==> src/rtl/core/assert_macros.svh <==
// Shared assertion macros for the rotor cipher core.
// All checks run on the rising clock edge and are held off while reset is low.
`ifndef ASSERT_MACROS_SVH
`define ASSERT_MACROS_SVH

// Combinational or same-cycle property.
`define RCLS_ASSERT(lbl, clk, rst_n, prop, msg) \
  lbl: assert property (@(posedge clk) disable iff (!rst_n) (prop)) else $error(msg);

// Antecedent this edge, consequent at the next edge.
`define RCLS_ASSERT_NEXT(lbl, clk, rst_n, pre, post, msg) \
  lbl: assert property (@(posedge clk) disable iff (!rst_n) (pre) |=> (post)) \
    else $error(msg);

`endif

==> src/rtl/core/rcls_pkg.sv <==
`default_nettype none

package rcls_pkg;

  typedef logic [4:0] letter_t;
  typedef logic [1:0] wsel_t;

  localparam letter_t LETTERS     = 5'd26;
  localparam letter_t LAST_LETTER = 5'd25;

  localparam int unsigned CFG_IDX_W  = 3;
  localparam int unsigned CFG_DATA_W = 50;
  localparam int unsigned CHOICE_W   = 2;
  localparam int unsigned PACK_W     = 15;
  localparam int unsigned PLUG_W     = 50;
  localparam int unsigned NUM_PAIRS  = 10;
  localparam int unsigned PAIR_W     = 10;

  typedef enum logic [CFG_IDX_W-1:0] {
    CFG_LEFT_CHOICE,
    CFG_MIDDLE_CHOICE,
    CFG_RIGHT_CHOICE,
    CFG_RING_OFFSETS,
    CFG_START_POSITIONS,
    CFG_PLUG_LOW,
    CFG_PLUG_HIGH
  } cfg_idx_e;

  // Rotor wirings I, II, III, entry to exit.
  localparam letter_t FWD_TAB [3][26] = '{
    '{5'd4, 5'd10, 5'd12, 5'd5, 5'd11, 5'd6, 5'd3, 5'd16, 5'd21, 5'd25, 5'd13, 5'd19,
      5'd14, 5'd22, 5'd24, 5'd7, 5'd23, 5'd20, 5'd18, 5'd15, 5'd0, 5'd8, 5'd1, 5'd17,
      5'd2, 5'd9},
    '{5'd0, 5'd9, 5'd3, 5'd10, 5'd18, 5'd8, 5'd17, 5'd20, 5'd23, 5'd1, 5'd11, 5'd7,
      5'd22, 5'd19, 5'd12, 5'd2, 5'd16, 5'd6, 5'd25, 5'd13, 5'd15, 5'd24, 5'd5, 5'd21,
      5'd14, 5'd4},
    '{5'd1, 5'd3, 5'd5, 5'd7, 5'd9, 5'd11, 5'd2, 5'd15, 5'd17, 5'd19, 5'd23, 5'd21,
      5'd25, 5'd13, 5'd24, 5'd4, 5'd8, 5'd22, 5'd6, 5'd0, 5'd10, 5'd12, 5'd20, 5'd18,
      5'd16, 5'd14}
  };

  // Inverse wirings for the return path.
  localparam letter_t BACK_TAB [3][26] = '{
    '{5'd20, 5'd22, 5'd24, 5'd6, 5'd0, 5'd3, 5'd5, 5'd15, 5'd21, 5'd25, 5'd1, 5'd4,
      5'd2, 5'd10, 5'd12, 5'd19, 5'd7, 5'd23, 5'd18, 5'd11, 5'd17, 5'd8, 5'd13, 5'd16,
      5'd14, 5'd9},
    '{5'd0, 5'd9, 5'd15, 5'd2, 5'd25, 5'd22, 5'd17, 5'd11, 5'd5, 5'd1, 5'd3, 5'd10,
      5'd14, 5'd19, 5'd24, 5'd20, 5'd16, 5'd6, 5'd4, 5'd13, 5'd7, 5'd23, 5'd12, 5'd8,
      5'd21, 5'd18},
    '{5'd19, 5'd0, 5'd6, 5'd1, 5'd15, 5'd2, 5'd18, 5'd3, 5'd16, 5'd4, 5'd20, 5'd5,
      5'd21, 5'd13, 5'd25, 5'd7, 5'd24, 5'd8, 5'd23, 5'd9, 5'd22, 5'd11, 5'd17, 5'd10,
      5'd14, 5'd12}
  };

  localparam letter_t REFLECT_TAB [26] = '{
    5'd24, 5'd17, 5'd20, 5'd7, 5'd16, 5'd18, 5'd11, 5'd3, 5'd15, 5'd23, 5'd13, 5'd6,
    5'd14, 5'd10, 5'd12, 5'd8, 5'd4, 5'd1, 5'd5, 5'd25, 5'd2, 5'd22, 5'd21, 5'd9,
    5'd0, 5'd19
  };

  // Turnover notches Q, E, V.
  localparam letter_t NOTCH [3] = '{5'd16, 5'd4, 5'd21};

  typedef struct packed {
    wsel_t               wl;
    wsel_t               wm;
    wsel_t               wr;
    letter_t             ring_l;
    letter_t             ring_m;
    letter_t             ring_r;
    letter_t             start_l;
    letter_t             start_m;
    letter_t             start_r;
    logic [PLUG_W-1:0]   plug_lo;
    logic [PLUG_W-1:0]   plug_hi;
  } rotor_cfg_t;

  typedef struct packed {
    letter_t letter;
    letter_t pos_l;
    letter_t pos_m;
    letter_t pos_r;
  } beat_t;

  function automatic letter_t mod_inc(letter_t x);
    return (x == LAST_LETTER) ? 5'd0 : x + 5'd1;
  endfunction

  function automatic letter_t mod_add(letter_t a, letter_t b);
    logic [5:0] s;
    s = {1'b0, a} + {1'b0, b};
    return (s >= {1'b0, LETTERS}) ? letter_t'(s - {1'b0, LETTERS}) : letter_t'(s);
  endfunction

  function automatic letter_t mod_sub(letter_t a, letter_t b);
    logic [5:0] d;
    d = {1'b0, a} + {1'b0, LETTERS} - {1'b0, b};
    return (a >= b) ? a - b : letter_t'(d);
  endfunction

  function automatic letter_t clamp_letter(letter_t v);
    return (v > LAST_LETTER) ? LAST_LETTER : v;
  endfunction

  // 26..31 fold onto 0..5
  function automatic letter_t wrap_letter(letter_t v);
    return (v > LAST_LETTER) ? v - LETTERS : v;
  endfunction

  function automatic wsel_t wiring_index(logic [CHOICE_W-1:0] c);
    return (c == 2'd0) ? 2'd0 : c - 2'd1;
  endfunction

  function automatic letter_t rotor_fwd(wsel_t w, letter_t x, letter_t shift);
    letter_t t;
    t = mod_add(x, shift);
    return mod_sub(FWD_TAB[w][t], shift);
  endfunction

  function automatic letter_t rotor_back(wsel_t w, letter_t x, letter_t shift);
    letter_t t;
    t = mod_add(x, shift);
    return mod_sub(BACK_TAB[w][t], shift);
  endfunction

  // Last valid pair touching x wins; within a pair the b side is written last.
  function automatic letter_t plug_map(logic [PLUG_W-1:0] lo, logic [PLUG_W-1:0] hi,
                                       letter_t x);
    logic [2*PLUG_W-1:0] all;
    letter_t             a;
    letter_t             b;
    letter_t             r;
    int unsigned         k;
    all = {hi, lo};
    r   = x;
    for (k = 0; k < NUM_PAIRS; k++) begin
      a = all[PAIR_W*k +: 5];
      b = all[PAIR_W*k+5 +: 5];
      if (a != b && a <= LAST_LETTER && b <= LAST_LETTER) begin
        if (b == x) begin
          r = a;
        end else if (a == x) begin
          r = b;
        end
      end
    end
    return r;
  endfunction

endpackage

`default_nettype wire

==> src/rtl/core/rcls_if.sv <==
`default_nettype none

interface rcls_in_if;
  logic              valid;
  logic              ready;
  rcls_pkg::letter_t plain_letter;
  logic              restart;

  modport source (output valid, output plain_letter, output restart, input ready);
  modport sink   (input valid, input plain_letter, input restart, output ready);
endinterface

interface rcls_out_if;
  logic              valid;
  logic              ready;
  rcls_pkg::letter_t cipher_letter;
  rcls_pkg::letter_t left_position;
  rcls_pkg::letter_t middle_position;
  rcls_pkg::letter_t right_position;

  modport source (output valid, output cipher_letter, output left_position,
                  output middle_position, output right_position, input ready);
  modport sink   (input valid, input cipher_letter, input left_position,
                  input middle_position, input right_position, output ready);
endinterface

interface rcls_cfg_if;
  logic                                valid;
  logic                                ready;
  logic [rcls_pkg::CFG_IDX_W-1:0]      index;
  logic [rcls_pkg::CFG_DATA_W-1:0]     data;

  modport source (output valid, output index, output data, input ready);
  modport sink   (input valid, input index, input data, output ready);
endinterface

`default_nettype wire

==> src/rtl/core/rcls_cfg.sv <==
`default_nettype none

module rcls_cfg (
  input  wire                  clk_i,
  input  wire                  rst_ni,
  rcls_cfg_if.sink             cfg_i,
  output rcls_pkg::rotor_cfg_t rcfg_o
);

  logic [rcls_pkg::CHOICE_W-1:0] left_choice_q;
  logic [rcls_pkg::CHOICE_W-1:0] middle_choice_q;
  logic [rcls_pkg::CHOICE_W-1:0] right_choice_q;
  logic [rcls_pkg::PACK_W-1:0]   ring_q;
  logic [rcls_pkg::PACK_W-1:0]   start_q;
  logic [rcls_pkg::PLUG_W-1:0]   plug_lo_q;
  logic [rcls_pkg::PLUG_W-1:0]   plug_hi_q;

  assign cfg_i.ready = 1'b1;

  always_ff @(posedge clk_i or negedge rst_ni) begin
    if (!rst_ni) begin
      left_choice_q   <= 2'd1;
      middle_choice_q <= 2'd2;
      right_choice_q  <= 2'd3;
      ring_q          <= '0;
      start_q         <= '0;
      plug_lo_q       <= '0;
      plug_hi_q       <= '0;
    end else if (cfg_i.valid) begin
      unique case (cfg_i.index)
        rcls_pkg::CFG_LEFT_CHOICE:     left_choice_q   <= cfg_i.data[rcls_pkg::CHOICE_W-1:0];
        rcls_pkg::CFG_MIDDLE_CHOICE:   middle_choice_q <= cfg_i.data[rcls_pkg::CHOICE_W-1:0];
        rcls_pkg::CFG_RIGHT_CHOICE:    right_choice_q  <= cfg_i.data[rcls_pkg::CHOICE_W-1:0];
        rcls_pkg::CFG_RING_OFFSETS:    ring_q          <= cfg_i.data[rcls_pkg::PACK_W-1:0];
        rcls_pkg::CFG_START_POSITIONS: start_q         <= cfg_i.data[rcls_pkg::PACK_W-1:0];
        rcls_pkg::CFG_PLUG_LOW:        plug_lo_q       <= cfg_i.data[rcls_pkg::PLUG_W-1:0];
        rcls_pkg::CFG_PLUG_HIGH:       plug_hi_q       <= cfg_i.data[rcls_pkg::PLUG_W-1:0];
        default: begin
        end
      endcase
    end
  end

  always_comb begin
    rcfg_o.wl      = rcls_pkg::wiring_index(left_choice_q);
    rcfg_o.wm      = rcls_pkg::wiring_index(middle_choice_q);
    rcfg_o.wr      = rcls_pkg::wiring_index(right_choice_q);
    rcfg_o.ring_l  = rcls_pkg::clamp_letter(ring_q[14:10]);
    rcfg_o.ring_m  = rcls_pkg::clamp_letter(ring_q[9:5]);
    rcfg_o.ring_r  = rcls_pkg::clamp_letter(ring_q[4:0]);
    rcfg_o.start_l = rcls_pkg::clamp_letter(start_q[14:10]);
    rcfg_o.start_m = rcls_pkg::clamp_letter(start_q[9:5]);
    rcfg_o.start_r = rcls_pkg::clamp_letter(start_q[4:0]);
    rcfg_o.plug_lo = plug_lo_q;
    rcfg_o.plug_hi = plug_hi_q;
  end

endmodule

`default_nettype wire

==> src/rtl/core/rcls_step.sv <==
`default_nettype none

`include "assert_macros.svh"

module rcls_step (
  input  wire                  clk_i,
  input  wire                  rst_ni,
  rcls_in_if.sink              in_i,
  input  rcls_pkg::rotor_cfg_t rcfg_i,
  output logic                 s0_valid_o,
  input  wire                  s0_ready_i,
  output rcls_pkg::beat_t      s0_beat_o
);

  rcls_pkg::letter_t pos_l_q, pos_m_q, pos_r_q;
  rcls_pkg::letter_t pos_l_d, pos_m_d, pos_r_d;
  rcls_pkg::letter_t base_l, base_m, base_r;
  logic              carry, mid_notch, acc;
  logic              s0_valid_q;
  rcls_pkg::beat_t   s0_beat_q;

  assign in_i.ready = !s0_valid_q || s0_ready_i;
  assign acc        = in_i.valid && in_i.ready;

  // Notch tests use the positions held before this step (middle double-steps).
  always_comb begin
    base_l    = in_i.restart ? rcfg_i.start_l : pos_l_q;
    base_m    = in_i.restart ? rcfg_i.start_m : pos_m_q;
    base_r    = in_i.restart ? rcfg_i.start_r : pos_r_q;
    carry     = (base_r == rcls_pkg::NOTCH[rcfg_i.wr]);
    mid_notch = (base_m == rcls_pkg::NOTCH[rcfg_i.wm]);
    pos_r_d   = rcls_pkg::mod_inc(base_r);
    pos_m_d   = (carry || mid_notch) ? rcls_pkg::mod_inc(base_m) : base_m;
    pos_l_d   = mid_notch ? rcls_pkg::mod_inc(base_l) : base_l;
  end

  always_ff @(posedge clk_i or negedge rst_ni) begin
    if (!rst_ni) begin
      pos_l_q    <= '0;
      pos_m_q    <= '0;
      pos_r_q    <= '0;
      s0_valid_q <= 1'b0;
    end else begin
      if (acc) begin
        pos_l_q <= pos_l_d;
        pos_m_q <= pos_m_d;
        pos_r_q <= pos_r_d;
      end
      if (acc) begin
        s0_valid_q <= 1'b1;
      end else if (s0_ready_i) begin
        s0_valid_q <= 1'b0;
      end
    end
  end

  always_ff @(posedge clk_i) begin
    if (acc) begin
      s0_beat_q.letter <= rcls_pkg::wrap_letter(in_i.plain_letter);
      s0_beat_q.pos_l  <= pos_l_d;
      s0_beat_q.pos_m  <= pos_m_d;
      s0_beat_q.pos_r  <= pos_r_d;
    end
  end

  assign s0_valid_o = s0_valid_q;
  assign s0_beat_o  = s0_beat_q;

  `RCLS_ASSERT_NEXT(a_right_advances, clk_i, rst_ni, acc && !in_i.restart,
    pos_r_q == rcls_pkg::mod_inc($past(pos_r_q)), "fast rotor did not advance by one")
  `RCLS_ASSERT(a_pos_range, clk_i, rst_ni,
    pos_l_q <= rcls_pkg::LAST_LETTER && pos_m_q <= rcls_pkg::LAST_LETTER &&
    pos_r_q <= rcls_pkg::LAST_LETTER, "rotor position out of range")

endmodule

`default_nettype wire

==> src/rtl/core/rcls_fwd.sv <==
`default_nettype none

`include "assert_macros.svh"

module rcls_fwd (
  input  wire                  clk_i,
  input  wire                  rst_ni,
  input  rcls_pkg::rotor_cfg_t rcfg_i,
  input  wire                  s0_valid_i,
  output logic                 s0_ready_o,
  input  rcls_pkg::beat_t      s0_beat_i,
  output logic                 s1_valid_o,
  input  wire                  s1_ready_i,
  output rcls_pkg::beat_t      s1_beat_o
);

  rcls_pkg::letter_t x_plug, x_r, x_m, x_l, x_refl;
  logic              s1_valid_q;
  rcls_pkg::beat_t   s1_beat_q;
  logic              load;

  assign s0_ready_o = !s1_valid_q || s1_ready_i;
  assign load       = s0_valid_i && s0_ready_o;

  // Plugboard, right-middle-left entry path, reflector.
  always_comb begin
    x_plug = rcls_pkg::plug_map(rcfg_i.plug_lo, rcfg_i.plug_hi, s0_beat_i.letter);
    x_r    = rcls_pkg::rotor_fwd(rcfg_i.wr, x_plug,
                                 rcls_pkg::mod_sub(s0_beat_i.pos_r, rcfg_i.ring_r));
    x_m    = rcls_pkg::rotor_fwd(rcfg_i.wm, x_r,
                                 rcls_pkg::mod_sub(s0_beat_i.pos_m, rcfg_i.ring_m));
    x_l    = rcls_pkg::rotor_fwd(rcfg_i.wl, x_m,
                                 rcls_pkg::mod_sub(s0_beat_i.pos_l, rcfg_i.ring_l));
    x_refl = rcls_pkg::REFLECT_TAB[x_l];
  end

  always_ff @(posedge clk_i or negedge rst_ni) begin
    if (!rst_ni) begin
      s1_valid_q <= 1'b0;
    end else if (load) begin
      s1_valid_q <= 1'b1;
    end else if (s1_ready_i) begin
      s1_valid_q <= 1'b0;
    end
  end

  always_ff @(posedge clk_i) begin
    if (load) begin
      s1_beat_q.letter <= x_refl;
      s1_beat_q.pos_l  <= s0_beat_i.pos_l;
      s1_beat_q.pos_m  <= s0_beat_i.pos_m;
      s1_beat_q.pos_r  <= s0_beat_i.pos_r;
    end
  end

  assign s1_valid_o = s1_valid_q;
  assign s1_beat_o  = s1_beat_q;

  `RCLS_ASSERT(a_mid_letter_range, clk_i, rst_ni,
    !s1_valid_q || s1_beat_q.letter <= rcls_pkg::LAST_LETTER, "reflected letter out of range")

endmodule

`default_nettype wire

==> src/rtl/core/rcls_back.sv <==
`default_nettype none

`include "assert_macros.svh"

module rcls_back (
  input  wire                  clk_i,
  input  wire                  rst_ni,
  input  rcls_pkg::rotor_cfg_t rcfg_i,
  input  wire                  s1_valid_i,
  output logic                 s1_ready_o,
  input  rcls_pkg::beat_t      s1_beat_i,
  rcls_out_if.source           out_o
);

  rcls_pkg::letter_t x_l, x_m, x_r, x_plug;
  logic              res_valid_q;
  rcls_pkg::beat_t   res_q;
  logic              load;

  assign s1_ready_o = !res_valid_q || out_o.ready;
  assign load       = s1_valid_i && s1_ready_o;

  // Return path left-middle-right through inverse wirings, then plugboard.
  always_comb begin
    x_l    = rcls_pkg::rotor_back(rcfg_i.wl, s1_beat_i.letter,
                                  rcls_pkg::mod_sub(s1_beat_i.pos_l, rcfg_i.ring_l));
    x_m    = rcls_pkg::rotor_back(rcfg_i.wm, x_l,
                                  rcls_pkg::mod_sub(s1_beat_i.pos_m, rcfg_i.ring_m));
    x_r    = rcls_pkg::rotor_back(rcfg_i.wr, x_m,
                                  rcls_pkg::mod_sub(s1_beat_i.pos_r, rcfg_i.ring_r));
    x_plug = rcls_pkg::plug_map(rcfg_i.plug_lo, rcfg_i.plug_hi, x_r);
  end

  always_ff @(posedge clk_i or negedge rst_ni) begin
    if (!rst_ni) begin
      res_valid_q <= 1'b0;
    end else if (load) begin
      res_valid_q <= 1'b1;
    end else if (out_o.ready) begin
      res_valid_q <= 1'b0;
    end
  end

  always_ff @(posedge clk_i) begin
    if (load) begin
      res_q.letter <= x_plug;
      res_q.pos_l  <= s1_beat_i.pos_l;
      res_q.pos_m  <= s1_beat_i.pos_m;
      res_q.pos_r  <= s1_beat_i.pos_r;
    end
  end

  assign out_o.valid           = res_valid_q;
  assign out_o.cipher_letter   = res_q.letter;
  assign out_o.left_position   = res_q.pos_l;
  assign out_o.middle_position = res_q.pos_m;
  assign out_o.right_position  = res_q.pos_r;

  `RCLS_ASSERT(a_cipher_range, clk_i, rst_ni,
    !res_valid_q || res_q.letter <= rcls_pkg::LAST_LETTER, "cipher letter out of range")

endmodule

`default_nettype wire

==> src/rtl/core/rotor_cipher_letter_step.sv <==
`default_nettype none

// Three-rotor letter cipher (wirings I/II/III, reflector B, ten-pair plugboard).
// One letter is accepted per clock unless the output stalls; the rotors step in
// the accept cycle, so the next letter can follow immediately and sustained
// throughput is one letter per cycle. Each letter passes through the registers
// in order: the step register is loaded at the edge that accepts it, then the
// register after the plugboard, entry rotors and reflector, then the result
// register after the return rotors and plugboard. Each of the three stages
// holds its beat while the stage after it is full and stalled. The
// configuration port is always ready and each write is registered; writes are
// meant for when no letters are in flight.
module rotor_cipher_letter_step (
  input  wire        clk_i,
  input  wire        rst_ni,
  rcls_cfg_if.sink   cfg_i,
  rcls_in_if.sink    in_i,
  rcls_out_if.source out_o
);

  rcls_pkg::rotor_cfg_t rcfg;
  logic                 s0_valid, s0_ready;
  rcls_pkg::beat_t      s0_beat;
  logic                 s1_valid, s1_ready;
  rcls_pkg::beat_t      s1_beat;

  rcls_cfg u_cfg (
    .clk_i  (clk_i),
    .rst_ni (rst_ni),
    .cfg_i  (cfg_i),
    .rcfg_o (rcfg)
  );

  rcls_step u_step (
    .clk_i      (clk_i),
    .rst_ni     (rst_ni),
    .in_i       (in_i),
    .rcfg_i     (rcfg),
    .s0_valid_o (s0_valid),
    .s0_ready_i (s0_ready),
    .s0_beat_o  (s0_beat)
  );

  rcls_fwd u_fwd (
    .clk_i      (clk_i),
    .rst_ni     (rst_ni),
    .rcfg_i     (rcfg),
    .s0_valid_i (s0_valid),
    .s0_ready_o (s0_ready),
    .s0_beat_i  (s0_beat),
    .s1_valid_o (s1_valid),
    .s1_ready_i (s1_ready),
    .s1_beat_o  (s1_beat)
  );

  rcls_back u_back (
    .clk_i      (clk_i),
    .rst_ni     (rst_ni),
    .rcfg_i     (rcfg),
    .s1_valid_i (s1_valid),
    .s1_ready_o (s1_ready),
    .s1_beat_i  (s1_beat),
    .out_o      (out_o)
  );

endmodule

`default_nettype wire
==> src/flat_wrapper.sv <==
// flat-port wrapper written by rule: the top's interface ports become plain ports
module rotor_cipher_letter_step_flat 
  (clk_i, rst_ni, cfg_i_valid, cfg_i_index, cfg_i_data, cfg_i_ready, in_i_valid, in_i_plain_letter, in_i_restart, in_i_ready, out_o_valid, out_o_cipher_letter, out_o_left_position, out_o_middle_position, out_o_right_position, out_o_ready);
  rcls_cfg_if cfg_i_i ();
  rcls_in_if in_i_i ();
  rcls_out_if out_o_i ();
  input  wire clk_i;
  input  wire rst_ni;
  input wire logic [$bits(cfg_i_i.valid)-1:0] cfg_i_valid;
  input wire logic [$bits(cfg_i_i.index)-1:0] cfg_i_index;
  input wire logic [$bits(cfg_i_i.data)-1:0] cfg_i_data;
  output wire logic [$bits(cfg_i_i.ready)-1:0] cfg_i_ready;
  input wire logic [$bits(in_i_i.valid)-1:0] in_i_valid;
  input wire logic [$bits(in_i_i.plain_letter)-1:0] in_i_plain_letter;
  input wire logic [$bits(in_i_i.restart)-1:0] in_i_restart;
  output wire logic [$bits(in_i_i.ready)-1:0] in_i_ready;
  output wire logic [$bits(out_o_i.valid)-1:0] out_o_valid;
  output wire logic [$bits(out_o_i.cipher_letter)-1:0] out_o_cipher_letter;
  output wire logic [$bits(out_o_i.left_position)-1:0] out_o_left_position;
  output wire logic [$bits(out_o_i.middle_position)-1:0] out_o_middle_position;
  output wire logic [$bits(out_o_i.right_position)-1:0] out_o_right_position;
  input wire logic [$bits(out_o_i.ready)-1:0] out_o_ready;
  assign cfg_i_i.valid = cfg_i_valid;
  assign cfg_i_i.index = cfg_i_index;
  assign cfg_i_i.data = cfg_i_data;
  assign cfg_i_ready = cfg_i_i.ready;
  assign in_i_i.valid = in_i_valid;
  assign in_i_i.plain_letter = in_i_plain_letter;
  assign in_i_i.restart = in_i_restart;
  assign in_i_ready = in_i_i.ready;
  assign out_o_valid = out_o_i.valid;
  assign out_o_cipher_letter = out_o_i.cipher_letter;
  assign out_o_left_position = out_o_i.left_position;
  assign out_o_middle_position = out_o_i.middle_position;
  assign out_o_right_position = out_o_i.right_position;
  assign out_o_i.ready = out_o_ready;
  rotor_cipher_letter_step u_core (.clk_i(clk_i), .rst_ni(rst_ni), .cfg_i(cfg_i_i), .in_i(in_i_i), .out_o(out_o_i));
endmodule
==> config.mk <==
export PLATFORM = sky130hd
export DESIGN_NAME = rotor_cipher_letter_step_flat
export DESIGN_NICKNAME = d
export VERILOG_FILES = /design/src/rtl/core/rcls_pkg.sv /design/src/rtl/core/rcls_if.sv /design/src/rtl/core/rcls_cfg.sv /design/src/rtl/core/rcls_step.sv /design/src/rtl/core/rcls_fwd.sv /design/src/rtl/core/rcls_back.sv /design/src/rtl/core/rotor_cipher_letter_step.sv /design/src/flat_wrapper.sv
export VERILOG_INCLUDE_DIRS = /design/src /design/src/rtl/core
export SDC_FILE = /design/constraint.sdc
export NUM_CORES = 1
export LEC_CHECK = 0
export ABC_AREA = 1
export BUFFER_PORTS_ARGS = -buffer_cell sky130_fd_sc_hd__clkbuf_2
export CORE_MARGIN = 2
export CORE_UTILIZATION = 50
export CTS_BUF_LIST = sky130_fd_sc_hd__clkbuf_8 sky130_fd_sc_hd__clkbuf_16
export DETAILED_ROUTE_END_ITERATION = 7
export GPL_ROUTABILITY_DRIVEN = 0
export HOLD_SLACK_MARGIN = 0.1
export PLACE_DENSITY = 0.7
export RECOVER_POWER = 50
export SLEW_MARGIN = 20
export SYNTH_ARGS = -nofsm -noshare
export SYNTH_HDL_FRONTEND = slang
export SYNTH_SLANG_ARGS = --single-unit
export TNS_END_PERCENT = 10
==> constraint.sdc <==
create_clock -name clk_i -period 18.5 [get_ports clk_i]
set_input_delay 5.55 -clock clk_i [delete_from_list [all_inputs] [get_ports clk_i]]
set_output_delay 5.55 -clock clk_i [all_outputs]
set_load 0.01 [all_outputs]
==> run metrics <==
Tcrit/Tclk final=0.915; DRT Pass-1 Iters=8; Hold Fails Final Rpt=0; CP bufs+invs=23; TritonCTS clock tree=yes; Fillers=4881; Congestion Overflow GR=0; root buffer cell=clkbuf_16; flops & latches, synth=214; Max Clk Rate=0.0591 GHz; clock sinks=214; Hold Crit Class=reg2reg; number of H-tree levels=1; post-synth design cell area=25000 sq um; Post-synth EDFFs=60; routed wire length=76.6 mm; Die X=228 microns; vias in the first global route=23433; Port Buf Inserts=85; layout cell share with drive strength beyond 1=0.0854; Clk Latency, worst-skew pair=0.57 ns; Crit. End Element=flip-flop; DRC errors left=21; antenna diode count=0; CP Max Fanout=18; status=finished with violations; clock-pin slew on the worst setup and hold paths=0.07 ns; cell mode on critical path=nand2_1; Mapped Nets=4047; post-detail-place hpwl=57.9 mm; Final nets=4112; Max Slew Vio Count=286; crit start category=flip-flop; post-layout minimum cycle time=16.92 ns; via count=25809; Synth Instances=3755; Initial DRC Count=2626; hold buffers post-CTS=0; total clock buffers created by CTS=26; post-synthesis sequential area ratio=0.226; synth unique cells=71; All-Layer GR Usage=0.284; Core ar.=49200 sq um; first-pass GRT wire length=122 mm; WP data required=18.81 ns; Post-synth ARST share=0.720; top cells by area, synth=dfrtp_1, nand2_1, ha_1; drt wl/cell=17.0 microns; max_cap viols=3; failing checks=design-rule violations, max-capacitance violations, max-slew violations; final setup fails=0; cell with the most instances after synthesis=nand2_1; Initial Util=0.509; Setup Skew=0.0128 ns; synth-to-layout area growth=9.31%; CP max-delay cell=dfrtp_1; Routed Antenna Nets=0; largest net degree at the start of global routing=101; Yosys warning count=0; Setup TNS=0 ns; largest area contributor in the netlist=dfrtp_1; synthesized area per cell=6.67 sq um; slew margin rel.=-2.04; ys flop type=dfrtp_1; Die ar.=51900 sq um; actual slew at the worst max-slew pin=4.57 ns; Ports=87; initial antenna violation count=0; critical path type=reg2reg; Core Rows=81; Top Family by Delay on Critical Path=simple AND/OR/NAND/NOR gates; Core Util, Final=0.557; Clock Path Buffers=3; vias per cell=5.73; Final Hold Slack=0.450 ns; crit path DAT=17.24 ns; Critical Path Max Stage Delay=0.48 ns; most frequent cells after synthesis=nand2_1, inv_1, o21ai_0; Yosys top cell area share=0.150; Die Height=228 microns
registers in the layout, indices dropped and copies added, names as in the netlist, 15 cells and up:
name and count:
u_core.u_cfg.plug_hi_q 50, u_core.u_cfg.plug_lo_q 50, u_core.u_cfg.ring_q 15, u_core.u_cfg.start_q 15, u_core.u_fwd.s1_beat_o 20, u_core.u_step.s0_beat_o 20
routing by layer:
layer,share of wire,vias up,track usage
li1,-,12567,-
met1,0.41,11681,0.369
met2,0.45,1252,0.464
met3,0.074,309,0.0323
met4,0.061,0,0.153
met5,0,-,0
cell type report:
cell class / count / area [sq um] / share of cell area
multi-input combinational: 2844 / 16800 / 0.613
sequential: 214 / 5660 / 0.207
inverter: 538 / 2040 / 0.0745
timing repair buffer: 196 / 1240 / 0.0453
tap: 664 / 831 / 0.0304
clock buffer: 30 / 728 / 0.0266
clock inverter: 17 / 97.6 / 0.00357
layout by cell type (no fill, tap or decap), types with 10 or more instances in the layout:
cell type  instances
nor2_1           313
o21ai_1           18
or2_2             30
clkbuf_16         28
o21a_1            10
clkbuf_2          81
buf_4            107
o211ai_1          65
a221oi_1          27
nand3_1          152
fa_1              42
a211oi_1          13
a32oi_1           10
xnor2_1           68
o22ai_1           42
nand2_2           13
a21oi_1          187
nand4_1           20
ha_1             186
nor3_1            55
nand2_1          829
edfxtp_1          60
o31ai_1           10
xor2_1           151
a31oi_1           23
o311ai_0          20
dfrtp_1          150
o21ai_0          451
inv_1            529
final timing paths:
kind	from	endpoint	slack [ns]	cells past startpoint
max	u_core.u_cfg.ring_q[13]	u_core.u_back.out_o.cipher_letter[4]	1.58	116
min	u_core.u_fwd.s1_beat_o[5]	u_core.u_back.out_o.middle_position[0]	0.45	0
max reg2reg	u_core.u_cfg.ring_q[13]	u_core.u_back.out_o.cipher_letter[4]	1.58	116
min reg2reg	u_core.u_fwd.s1_beat_o[5]	u_core.u_back.out_o.middle_position[0]	0.45	0
max in group asynchronous	rst_ni	u_core.u_cfg.start_q[14]	9.22	2
min in group asynchronous	rst_ni	u_core.u_cfg.plug_hi_q[41]	6.59	1
kinds of logic (layout without fill, tap and decap cells):
group | after synthesis | after routing | share of synthesized area
buffers and inverters | 697 | 781 | 0.108
flip-flops | 214 | 214 | 0.226
adder cells (fa/ha/maj) | 228 | 228 | 0.127
AND/OR/NAND/NOR | 1451 | 1451 | 0.241
other | 1 | 1 | 0.000150
AO/OA/AOI/OAI | 939 | 939 | 0.219
multiplexers | 4 | 4 | 0.00160
XOR/XNOR | 221 | 221 | 0.0776
what timing repair did:
item                                    in CTS  in global routing
resized for setup                            0                 28
setup buffers                                0                 23
hold endpoints to repair                     0                  0
endpoints found under the setup margin       0                 10
metrics by stage:
stage	cells	area [sq um]	setup slack, ns
after floorplan	3755	25000	3.72
after global placement	4432	26300	1.07
after detailed placement	4432	26300	0.651
after CTS	4479	27100	0.556
after global routing	4503	27400	-0.139
final	4503	27400	1.58
Power is not shown: default switching activity piles up to over one toggle a cycle in this logic, so the estimate is an artifact.
